## src/rtl/rlq_pkg.sv

```systemverilog
// shared types and constants for the ramp level quantizer
// no dependencies; imported by every module of the block
package rlq_pkg;

    localparam int LEVEL_W  = 8;
    localparam int TARGET_W = 16;
    localparam int INDEX_W  = 2;
    localparam int DIV_CNT_W = $clog2(LEVEL_W);

    localparam logic [INDEX_W-1:0] REG_FLOOR   = 2'd0;
    localparam logic [INDEX_W-1:0] REG_CEILING = 2'd1;
    localparam logic [INDEX_W-1:0] REG_STEPS   = 2'd2;

    localparam logic [LEVEL_W-1:0] FLOOR_RST   = 8'd1;
    localparam logic [LEVEL_W-1:0] CEILING_RST = 8'd150;
    localparam logic [LEVEL_W-1:0] STEPS_RST   = 8'd7;

    // commands from controller to datapath
    typedef struct packed {
        logic capture;
        logic decide;
        logic div_start;
        logic div_step;
        logic scan_step;
        logic take_level;
        logic load_out;
    } t_dp_cmd;

    // status from datapath to controller
    typedef struct packed {
        logic early_hit;
        logic div_last;
        logic level_hit;
        logic scan_last;
    } t_dp_sts;

endpackage

```

## src/rtl/rlq_ctrl.sv

```systemverilog
// sequencer for the ramp level quantizer: accept, decide, divide, scan, deliver
// depends on rlq_pkg
module rlq_ctrl
    import rlq_pkg::*;
(
    input  logic    i_clk,
    input  logic    i_rst_n,
    input  logic    i_valid,
    output logic    o_ready,
    output logic    o_valid,
    input  logic    i_ready,
    input  t_dp_sts i_sts,
    output t_dp_cmd o_cmd
);

    typedef enum logic [4:0] {
        S_IDLE    = 5'b00001,
        S_CHECK   = 5'b00010,
        S_DIVIDE  = 5'b00100,
        S_SCAN    = 5'b01000,
        S_DELIVER = 5'b10000
    } t_state;

    t_state r_state, n_state;
    logic   r_out_valid, n_out_valid;
    logic   out_free;

    assign out_free = !r_out_valid || i_ready;
    assign o_ready  = (r_state == S_IDLE);
    assign o_valid  = r_out_valid;

    always_comb begin
        n_state = r_state;
        o_cmd   = '0;
        case (r_state)
            S_IDLE: begin
                if (i_valid) begin
                    o_cmd.capture = 1'b1;
                    n_state       = S_CHECK;
                end
            end
            S_CHECK: begin
                o_cmd.decide = 1'b1;
                if (i_sts.early_hit) begin
                    n_state = S_DELIVER;
                end else begin
                    o_cmd.div_start = 1'b1;
                    n_state         = S_DIVIDE;
                end
            end
            S_DIVIDE: begin
                o_cmd.div_step = 1'b1;
                if (i_sts.div_last) begin
                    n_state = S_SCAN;
                end
            end
            S_SCAN: begin
                if (i_sts.level_hit || i_sts.scan_last) begin
                    o_cmd.take_level = 1'b1;
                    n_state          = S_DELIVER;
                end else begin
                    o_cmd.scan_step = 1'b1;
                end
            end
            S_DELIVER: begin
                if (out_free) begin
                    o_cmd.load_out = 1'b1;
                    n_state        = S_IDLE;
                end
            end
            default: begin
                n_state = S_IDLE;
            end
        endcase
    end

    always_comb begin
        n_out_valid = r_out_valid;
        if (o_cmd.load_out) begin
            n_out_valid = 1'b1;
        end else if (r_out_valid && i_ready) begin
            n_out_valid = 1'b0;
        end
    end

    always_ff @(posedge i_clk) begin
        if (!i_rst_n) begin
            r_state     <= S_IDLE;
            r_out_valid <= 1'b0;
        end else begin
            r_state     <= n_state;
            r_out_valid <= n_out_valid;
        end
    end

endmodule

```

## src/rtl/rlq_dp.sv

```systemverilog
// datapath: ramp registers, early decisions, restoring divider and level scan
// depends on rlq_pkg
module rlq_dp
    import rlq_pkg::*;
(
    input  logic                i_clk,
    input  logic                i_rst_n,
    input  logic                i_cfg_we,
    input  logic [INDEX_W-1:0]  i_cfg_index,
    input  logic [LEVEL_W-1:0]  i_cfg_data,
    input  logic [TARGET_W-1:0] i_target,
    input  t_dp_cmd             i_cmd,
    output t_dp_sts             o_sts,
    output logic [LEVEL_W-1:0]  o_chosen_level
);

    logic [LEVEL_W-1:0]   r_floor, r_ceiling, r_steps;
    logic [TARGET_W-1:0]  r_target;
    logic [LEVEL_W-1:0]   r_result, r_chosen;
    logic [LEVEL_W-1:0]   r_rem, r_quo;
    logic [DIV_CNT_W-1:0] r_div_cnt;
    logic [LEVEL_W-1:0]   r_q, r_r, r_i;

    logic [LEVEL_W:0]     mid_sum;
    logic                 tgt_ge_ceil, tgt_le_floor;
    logic                 early_hit;
    logic [LEVEL_W-1:0]   early_level;
    logic [LEVEL_W-1:0]   range, divisor, radius;
    logic [LEVEL_W:0]     trial;
    logic                 trial_ge;
    logic [LEVEL_W:0]     level_sum;
    logic [LEVEL_W-1:0]   level;
    logic [LEVEL_W:0]     diff;
    logic [LEVEL_W-1:0]   level_gap;
    logic [LEVEL_W:0]     r_sum;
    logic                 r_wrap;

    // early decisions, in priority order
    always_comb begin
        mid_sum      = {1'b0, r_floor} + {1'b0, r_ceiling};
        tgt_ge_ceil  = $signed(r_target) >= $signed({{(TARGET_W-LEVEL_W){1'b0}}, r_ceiling});
        tgt_le_floor = $signed(r_target) <= $signed({{(TARGET_W-LEVEL_W){1'b0}}, r_floor});
        early_hit    = 1'b1;
        early_level  = r_target[LEVEL_W-1:0];
        if (r_steps == LEVEL_W'(1)) begin
            early_level = mid_sum[LEVEL_W:1];
        end else if (tgt_ge_ceil) begin
            early_level = r_ceiling;
        end else if (tgt_le_floor) begin
            early_level = r_floor;
        end else if (r_steps == '0) begin
            early_level = r_target[LEVEL_W-1:0];
        end else begin
            early_hit = 1'b0;
        end
    end

    assign range   = r_ceiling - r_floor;
    assign divisor = r_steps - LEVEL_W'(1);
    assign radius  = r_quo >> 1;

    // one restoring divide step per cycle
    assign trial    = {r_rem, r_quo[LEVEL_W-1]};
    assign trial_ge = trial >= {1'b0, divisor};

    // current level and its distance; target lies inside the ramp here
    assign level_sum = {1'b0, r_floor} + {1'b0, r_q};
    assign level     = level_sum[LEVEL_W-1:0];
    assign diff      = {1'b0, r_target[LEVEL_W-1:0]} - {1'b0, level};
    assign level_gap = diff[LEVEL_W] ? LEVEL_W'(-diff) : diff[LEVEL_W-1:0];

    // incremental quotient of i*range/div: remainder stays below the divisor
    assign r_sum  = {1'b0, r_r} + {1'b0, r_rem};
    assign r_wrap = r_sum >= {1'b0, divisor};

    assign o_sts.early_hit = early_hit;
    assign o_sts.div_last  = (r_div_cnt == DIV_CNT_W'(LEVEL_W - 1));
    assign o_sts.level_hit = (level_gap <= radius);
    assign o_sts.scan_last = (r_i == divisor);

    assign o_chosen_level = r_chosen;

    always_ff @(posedge i_clk) begin
        if (!i_rst_n) begin
            r_floor   <= FLOOR_RST;
            r_ceiling <= CEILING_RST;
            r_steps   <= STEPS_RST;
        end else if (i_cfg_we) begin
            case (i_cfg_index)
                REG_FLOOR:   r_floor   <= i_cfg_data;
                REG_CEILING: r_ceiling <= i_cfg_data;
                REG_STEPS:   r_steps   <= i_cfg_data;
                default:     ;
            endcase
        end
    end

    always_ff @(posedge i_clk) begin
        if (i_cmd.capture) begin
            r_target <= i_target;
        end
        if (i_cmd.decide && early_hit) begin
            r_result <= early_level;
        end
        if (i_cmd.take_level) begin
            r_result <= level;
        end
        if (i_cmd.load_out) begin
            r_chosen <= r_result;
        end
        if (i_cmd.div_start) begin
            r_rem     <= '0;
            r_quo     <= range;
            r_div_cnt <= '0;
            r_q       <= '0;
            r_r       <= '0;
            r_i       <= '0;
        end
        if (i_cmd.div_step) begin
            r_rem     <= trial_ge ? LEVEL_W'(trial - {1'b0, divisor}) : trial[LEVEL_W-1:0];
            r_quo     <= {r_quo[LEVEL_W-2:0], trial_ge};
            r_div_cnt <= r_div_cnt + DIV_CNT_W'(1);
        end
        if (i_cmd.scan_step) begin
            r_i <= r_i + LEVEL_W'(1);
            if (r_wrap) begin
                r_r <= LEVEL_W'(r_sum - {1'b0, divisor});
                r_q <= r_q + r_quo + LEVEL_W'(1);
            end else begin
                r_r <= r_sum[LEVEL_W-1:0];
                r_q <= r_q + r_quo;
            end
        end
    end

endmodule

```

## src/rtl/ramp_level_quantizer_unit.sv

```systemverilog
// the single step, clamp and smooth cases go from check straight to deliver; any other request
// also runs the divider and then scans levels 0 to k, k (0 to step_count - 1) being the chosen index
// one request is handled at a time, and the level scan sets the worst case;
// a new request is taken as soon as the previous result sits in the output register
// reset (synchronous, active low) clears control and loads floor 1, ceiling 150, steps 7
module ramp_level_quantizer_unit
    import rlq_pkg::*;
(
    input  logic                i_clk,
    input  logic                i_rst_n,
    // request channel
    input  logic                i_valid,
    output logic                o_ready,
    input  logic [TARGET_W-1:0] i_target_level,
    // result channel
    output logic                o_valid,
    input  logic                i_ready,
    output logic [LEVEL_W-1:0]  o_chosen_level,
    // configuration write channel
    input  logic                i_cfg_valid,
    output logic                o_cfg_ready,
    input  logic [INDEX_W-1:0]  i_cfg_index,
    input  logic [LEVEL_W-1:0]  i_cfg_data
);

    t_dp_cmd cmd;
    t_dp_sts sts;

    // registers must only be written while the block is idle; the block does not enforce this, so always ready
    assign o_cfg_ready = 1'b1;

    // sequencer: a request walks check, then divide and scan unless an early decision holds, then deliver
    rlq_ctrl u_ctrl (
        .i_clk   (i_clk),
        .i_rst_n (i_rst_n),
        .i_valid (i_valid),
        .o_ready (o_ready),
        .o_valid (o_valid),
        .i_ready (i_ready),
        .i_sts   (sts),
        .o_cmd   (cmd)
    );

    // datapath holds the ramp registers, the divider and the output register
    rlq_dp u_dp (
        .i_clk          (i_clk),
        .i_rst_n        (i_rst_n),
        .i_cfg_we       (i_cfg_valid && o_cfg_ready),
        .i_cfg_index    (i_cfg_index),
        .i_cfg_data     (i_cfg_data),
        .i_target       (i_target_level),
        .i_cmd          (cmd),
        .o_sts          (sts),
        .o_chosen_level (o_chosen_level)
    );

    // an accepted request keeps the input closed for the next cycle
    a_busy_after_accept: assert property (@(posedge i_clk) disable iff (!i_rst_n)
        (i_valid && o_ready) |=> !o_ready)
        else $error("request channel open right after an accepted request");

    // loading the output register always presents a result
    a_load_shows_result: assert property (@(posedge i_clk) disable iff (!i_rst_n)
        cmd.load_out |=> o_valid)
        else $error("output load did not raise valid");

    // never load the output while an untaken result is still held
    a_no_overwrite: assert property (@(posedge i_clk) disable iff (!i_rst_n)
        cmd.load_out |-> (!o_valid || i_ready))
        else $error("pending result overwritten");

    // divider and scan never run in the same cycle
    a_div_scan_excl: assert property (@(posedge i_clk) disable iff (!i_rst_n)
        !(cmd.div_step && cmd.scan_step))
        else $error("divide and scan steps overlap");

endmodule
```

## config.mk

```make
export PLATFORM = sky130hd
export DESIGN_NAME = ramp_level_quantizer_unit
export DESIGN_NICKNAME = d
export VERILOG_FILES = /design/src/rtl/rlq_pkg.sv /design/src/rtl/rlq_ctrl.sv /design/src/rtl/rlq_dp.sv /design/src/rtl/ramp_level_quantizer_unit.sv
export SDC_FILE = /design/constraint.sdc
export NUM_CORES = 1
export LEC_CHECK = 0
export BUFFER_PORTS_ARGS = -buffer_cell sky130_fd_sc_hd__buf_2
export CAP_MARGIN = 40
export CORE_ASPECT_RATIO = 1.2
export CORE_MARGIN = 8
export CORE_UTILIZATION = 65
export CTS_BUF_LIST = sky130_fd_sc_hd__clkbuf_4
export DETAILED_ROUTE_END_ITERATION = 10
export GPL_TIMING_DRIVEN = 0
export HOLD_SLACK_MARGIN = 0.15
export PLACE_DENSITY_LB_ADDON = 0.05
export SLEW_MARGIN = 25
export SYNTH_ARGS = -nofsm -noshare
export SYNTH_HDL_FRONTEND = slang
export SYNTH_SLANG_ARGS = --single-unit
```

## constraint.sdc

```tcl
create_clock -name i_clk -period 17 [get_ports i_clk]
set_clock_uncertainty 0.2 [all_clocks]
set_input_delay 0 -clock i_clk [delete_from_list [all_inputs] [get_ports i_clk]]
set_output_delay 0 -clock i_clk [all_outputs]
set_load 0.03 [all_outputs]
```

# After elaboration in Yosys (flattened, before gate mapping)
# Cells that the tools add are included.
# classes
add_sub_neg,13
n_lt_le_gt_ge,5
n_eq_ne,14
n_mux,40
reduce_logical,15
# ops
op,count
2-to-1 mux 8 bit,16
2-to-1 mux 5 bit,5
one-hot mux 5 bit (5 select lines),1
subtractor 8 bit,3
adder 8 x 8 -> 9 bit,2
greater-or-equal comparator 9 x 8 -> 1 bit,2
adder 8 x 1 -> 8 bit (second input constant),2
adder 8 bit,2
greater-or-equal comparator 16 x 9 -> 1 bit,1
less-or-equal comparator 16 x 9 -> 1 bit,1
2-to-1 mux 1 bit,14
subtractor 8 x 8 -> 9 bit,1
equality test 8 x 1 -> 1 bit (second input constant),1
equality test 8 bit,1
less-or-equal comparator 8 x 7 -> 1 bit,1
zero test 8 bit,1
negator 8 bit,1
nonzero test 2 bit,4
subtractor 8 x 1 -> 8 bit (second input constant),1
2-to-1 mux 3 bit,2
AND reduction 2 bit,3
equality test 5 x 1 -> 1 bit (second input constant),1
equality test 5 x 2 -> 1 bit (second input constant),1
equality test 5 x 3 -> 1 bit (second input constant),1
other kinds (14),19
# totals
register_bits,105
in_bits,31
output_inout_bits,11
elab_cells,101

# Longest topological paths before layout
# depth
ltp_word,10
depth_mapped,26
depth_no_buf,24

# Cells and area by module
# A second synthesis with hierarchy kept.
# hier_totals
hier_cells,839
hier_area_um2,8025.2
# modules_own_cells
module,instances,cells_per_inst,area_per_inst_um2,seq_area_each_um2
rlq_dp,1,794,7639.8,2732.6
rlq_ctrl,1,43,374.1,120.1
ramp_level_quantizer_unit,1,2,11.3,0.0

# Worst setup path after synthesis
# OpenSTA, ideal clock, no wires.
# synth_timing
path_type,reg-to-reg
startpoint,register u_dp.r_q[0]
endpoint,register u_dp.r_i[0] (enable)
setup_ps,425
arrival_ps,5369
required_time_ps,16375
path_slack_ps,11006
path_stages_with_launch,26
path_buffers,1
synth_period_minus_slack_ps,5994
path_cell_list,edfxtp_1 ha_1 fa_1 xnor2_1 ha_1 nor2b_1 o32ai_1 a31oi_1 maj3_1 a21oi_1 o21bai_1 nor2_1 a21oi_1 ha_1 nor2b_1 o21a_1 o21a_1 o21a_1 o21a_1 o21a_1 o22ai_1 inv_1 or3b_4 nand2_1 buf_2 nand2_1
# synth_via
elab_chain_len,9
# synth_lines
item,line,source
start: declaration,rlq_dp.sv:22,"logic [LEVEL_W-1:0] r_q, r_r, r_i;"
start signal: assignment,rlq_dp.sv:128,r_q <= r_q + r_quo + LEVEL_W'(1);
start signal: assignment,rlq_dp.sv:131,r_q <= r_q + r_quo;
adder 8 bit *,rlq_dp.sv:67,"assign level_sum = {1'b0, r_floor} + {1'b0, r_q};"
subtractor 8 x 8 -> 9 bit *,rlq_dp.sv:69,"assign diff = {1'b0, r_target[LEVEL_W-1:0]} - {1'b0, level};"
negator 8 bit,rlq_dp.sv:70,assign level_gap = diff[LEVEL_W] ? LEVEL_W'(-diff) : diff[LEVEL_W-1:0];
2-to-1 mux 8 bit *,rlq_dp.sv:70,
less-or-equal comparator 8 x 7 -> 1 bit *,rlq_dp.sv:78,assign o_sts.level_hit = (level_gap <= radius);
logical OR 1 bit *,rlq_ctrl.sv:58,if (i_sts.level_hit || i_sts.scan_last) begin
2-to-1 mux 1 bit *,rlq_ctrl.sv:58,
2-to-1 mux 2 bit *,rlq_ctrl.sv:35,case (r_state)
nonzero test 2 bit (no source line) *,--,
end signal: assignment,rlq_dp.sv:125,r_i <= r_i + LEVEL_W'(1);
end: declaration,rlq_dp.sv:22,
# Every way passes the cells marked *; elsewhere a longest branch is shown, timed or not.
# A chain may end at the register's enable or synchronous reset.

# Worst setup path in the final report
# layout_timing
startpoint,register u_dp.r_floor[0]
endpoint,register u_dp.r_i[4] (enable)
# layout_via
elab_chain_len,9
word_cells_on_any_way,15
classes_between,add/sub: 3; order compare: 2; mux: 8; reduce/logical: 2
# layout_lines
item,line,source
start: declaration,rlq_dp.sv:17,"logic [LEVEL_W-1:0] r_floor, r_ceiling, r_steps;"
start signal: assignment,rlq_dp.sv:90,REG_FLOOR: r_floor <= i_cfg_data;
adder 8 bit,rlq_dp.sv:67,
subtractor 8 x 8 -> 9 bit,rlq_dp.sv:69,
negator 8 bit,rlq_dp.sv:70,
2-to-1 mux 8 bit,rlq_dp.sv:70,
less-or-equal comparator 8 x 7 -> 1 bit,rlq_dp.sv:78,
logical OR 1 bit,rlq_ctrl.sv:58,
2-to-1 mux 1 bit,rlq_ctrl.sv:58,
2-to-1 mux 2 bit,rlq_ctrl.sv:35,
nonzero test 2 bit (no source line) *,--,
# Marks and branches as above.

==> metrics.md <==
| Metric | Value |
|---|---|
| Max-slew violations | 0 |
| Crit Path Category | reg2reg |
| Worst hold path class | in2reg |
| CTS clk-pin slew, worst paths | 0.16 ns |
| Initial DRT Pass Iterations | 5 |
| Seq cells post-synth | 105 |
| # fillers | 725 |
| Tcrit/Tclk final | 40.75% |
| Min Tclk post-route | 6.928 ns |
| CTS tree | built |
| Reg power frac | 37.8% |
| Max Clk Rate | 144.3 MHz |
| Clock Latency Late Sink | 0.48 ns |
| Mapped cell area | 7729 um2 |
| GRT Total Usage | 26.43% |
| Rel. slew slack | 50.46% |
| Cell Rows | 43 |
| Area after DPL | 8148 um2 |
| Endpoint type of the worst setup path | flip-flop |
| Clock Path Buffers | 2 |
| Post-CTS Setup Bufs | 0 |
| CTS H-Tree Depth | 3 |
| Commonest non-fill, non-tap cell in the layout | nor2_1 |
| Commonest non-fill, non-tap cells in the layout | nor2_1, ha_1, edfxtp_1 |
| Die X | 115.5 um |
| Cts bufs inserted | 9 |
| Chip height | 135.5 um |
| Maximum fanout along the worst path | 17 |
| Initial core utilization | 66.81% |
| DP HPWL | 14.37 mm |
| First-pass GRT wire length | 32.00 mm |
| Cell variety after synth | 65 |
| Fin nets | 1040 |
| Finished Core Util | 77.51% |
| Cell leakage power | 0.003665 uW |
| RSZ-0062 raised after global routing | no |
| Post-synthesis cell count | 797 |
| Peak VDD IR | 67.62 uV |
| Area delta synth->final | 16.01% |
| Vias in the first global route | 6514 |
| Synth async-reset ratio | 0% |
| Via-per-instance ratio | 6.015 |
| Root Driver | clkbuf_4 |
| Vias | 6466 |
| Initial antenna violation count | 1 |
| Measured slew at the worst slew-check pin | 0.7414 ns |
| Final Non-Filler Cells | 1075 |
| Total gr overflow | 0 |
| Startpoint Class | flip-flop |
| P_sw | 313.2 uW |
| Per-instance average area after synthesis | 9.697 um2 |
| Run status | completed |
| Drt wl/cell | 18.82 um |
| TritonCTS Sinks | 105 |
| Core area | 11570 um2 |
| Pin count of the biggest net entering global routing | 20 |
| PwrDens | 96.04 nW/um2 |
| Syn. warnings | 0 |
| Detailed Route WL | 20.23 mm |
| GPL Wtd Cong | 0.9386 |
| Post-synth EDFFs | 75 |
| Required @ worst endpoint | 17.04 ns |
| Final hold vios | 0 |
| DR DRC count | 0 |
| Die footprint | 15650 um2 |
| Synth Flop Type | edfxtp_1 |
| Register area share after synthesis | 36.91% |
| Worst EP arrival | 6.97 ns |
| # IOs | 42 |
| Clock share of power | 18.9% |
| Pint | 547.8 uW |
| Max-Cap Viols | 0 |
| TNS Setup | 0 ns |
| Switching Fraction | 36.37% |
| Fin Hold WS | 0.1744 ns |
| Placed cells | 995 |
| Drt first-iter violations | 550 |
| Finished layout cell area | 8966 um2 |
| Antenna viol nets, final | 0 |
| Synth Net Count | 925 |
| Port Buffer Count | 39 |
| Combinational share of power | 43.3% |
| Setup violations, final | 0 |
| Layout cells sized above 1 | 8.397% |
flip-flops by register name (all words and copies together) (netlist names):
signal and count:
u_dp.r_r 8, u_dp.r_q 8, u_dp.r_floor 8, u_ctrl.r_state 5, u_dp.r_result 8, u_dp.r_rem 8, u_dp.r_ceiling 8, u_dp.r_steps 8
u_dp.r_quo 8, u_ctrl.o_valid 1, u_dp.r_div_cnt 3, u_dp.r_i 8, u_dp.r_target 16, u_dp.o_chosen_level 8
final timing paths:
check / slack [ns] / start / to / cells past startpoint
setup reg to reg: 10.07 / u_dp.r_floor[0]$_SDFFE_PN1P_ / u_dp.r_i[4]$_SDFFCE_PN0P_ / 25
setup / recovery: 10.07 / u_dp.r_floor[0]$_SDFFE_PN1P_ / u_dp.r_i[4]$_SDFFCE_PN0P_ / 25
hold / removal: 0.17 / i_cfg_data[3] / u_dp.r_floor[3]$_SDFFE_PN0P_ / 4
hold reg to reg: 0.24 / u_dp.r_result[5]$_DFFE_PP_ / u_dp.o_chosen_level[5]$_DFFE_PP_ / 0
per-layer routing:
layer	wire length, um	up-vias	track usage, %
met5	0	-	0
met4	623	0	11.85
met3	1470	46	4.193
met2	9995	284	45.34
met1	8139	3068	31.78
li1	-	3068	-
power by group through the flow:
stage               Combinational (uW)  Sequential, uW  Clock (uW)
floorplan                          268             324           0
global placement                   324             328           0
detailed placement                 347             329           0
CTS                                361             323         161
global route                       412             327         171
finish                             373             325         163
metrics by stage:
stage,setup WS (ns),power [uW]
final,10.07,861.1
after global routing,9.672,910.4
after CTS,10.14,845.2
after detailed placement,10.19,675.9
after global placement,9.986,651.9
after floorplan,11.01,591.6
cells in the mapped netlist (all sizes together) (9+ instances only):
library cell | instances | area share, %
edfxtp | 75 | 29
nand2 | 30 | 1.5
nor3 | 12 | 0.78
ha | 89 | 14
nand3 | 19 | 1.2
mux2i | 33 | 4.3
nand2b | 9 | 0.73
nor2b | 27 | 2.2
xor2 | 25 | 2.8
nor2 | 94 | 4.6
o21ai | 31 | 2.0
clkbuf | 17 | 0.83
a21oi | 55 | 3.8
a21o | 20 | 1.9
inv | 55 | 2.7
nand4 | 14 | 1.1
o21bai | 12 | 1.2
dfxtp | 30 | 7.8
xnor2 | 52 | 6.0
final cells by class:
class | instances | area, um2 | share of cell area, %
diodes | 1 | 2.502 | 0.02791
plain buffers | 21 | 85.08 | 0.9489
clock buffers | 12 | 90.09 | 1.005
clock inverters | 4 | 93.84 | 1.047
inverters | 55 | 206.4 | 2.303
multi-input cells | 616 | 4587 | 51.16
flip-flops and latches | 105 | 2853 | 31.82
well taps | 157 | 196.4 | 2.191
repair buffers | 104 | 852.1 | 9.503
timing repair:
action	CTS	global route
endpoints found under the hold margin	69	0
hold buffers	62	0
gates resized for setup	0	0
critical path, cell delays in order, from the launching register on:
cell and delay [ns]:
dfxtp_1 0.58, ha_1 0.30, fa_1 0.48, fa_1 0.45, nor2b_1 0.13, o32ai_1 0.11
a31oi_1 0.25, maj3_1 0.32, a21oi_1 0.10, o21bai_1 0.40, nor2_1 0.08, a21oi_1 0.14
ha_1 0.25, nor2b_1 0.14, o21a_1 0.17, o21a_1 0.16, o21a_1 0.16, o21a_1 0.17
o21a_1 0.16, o22ai_1 0.13, inv_1 0.08, or3b_4 0.46, nand2_1 0.33, buf_2 0.32
nand2_1 0.31, buf_8 0.27
kinds of logic (layout without fill, tap and decap cells):
kind of cell,after synthesis,in the layout,share of synthesized area [%]
fa+ha+maj,99,99,16.74
flops,105,105,36.91
buf+inv,76,196,3.772
simple gates,243,243,15.54
xor+xnor,77,77,8.823
other cells,1,2,0.04852
mux,36,36,4.857
compound gates,160,160,13.31
Power figures use the tool's default switching activity.
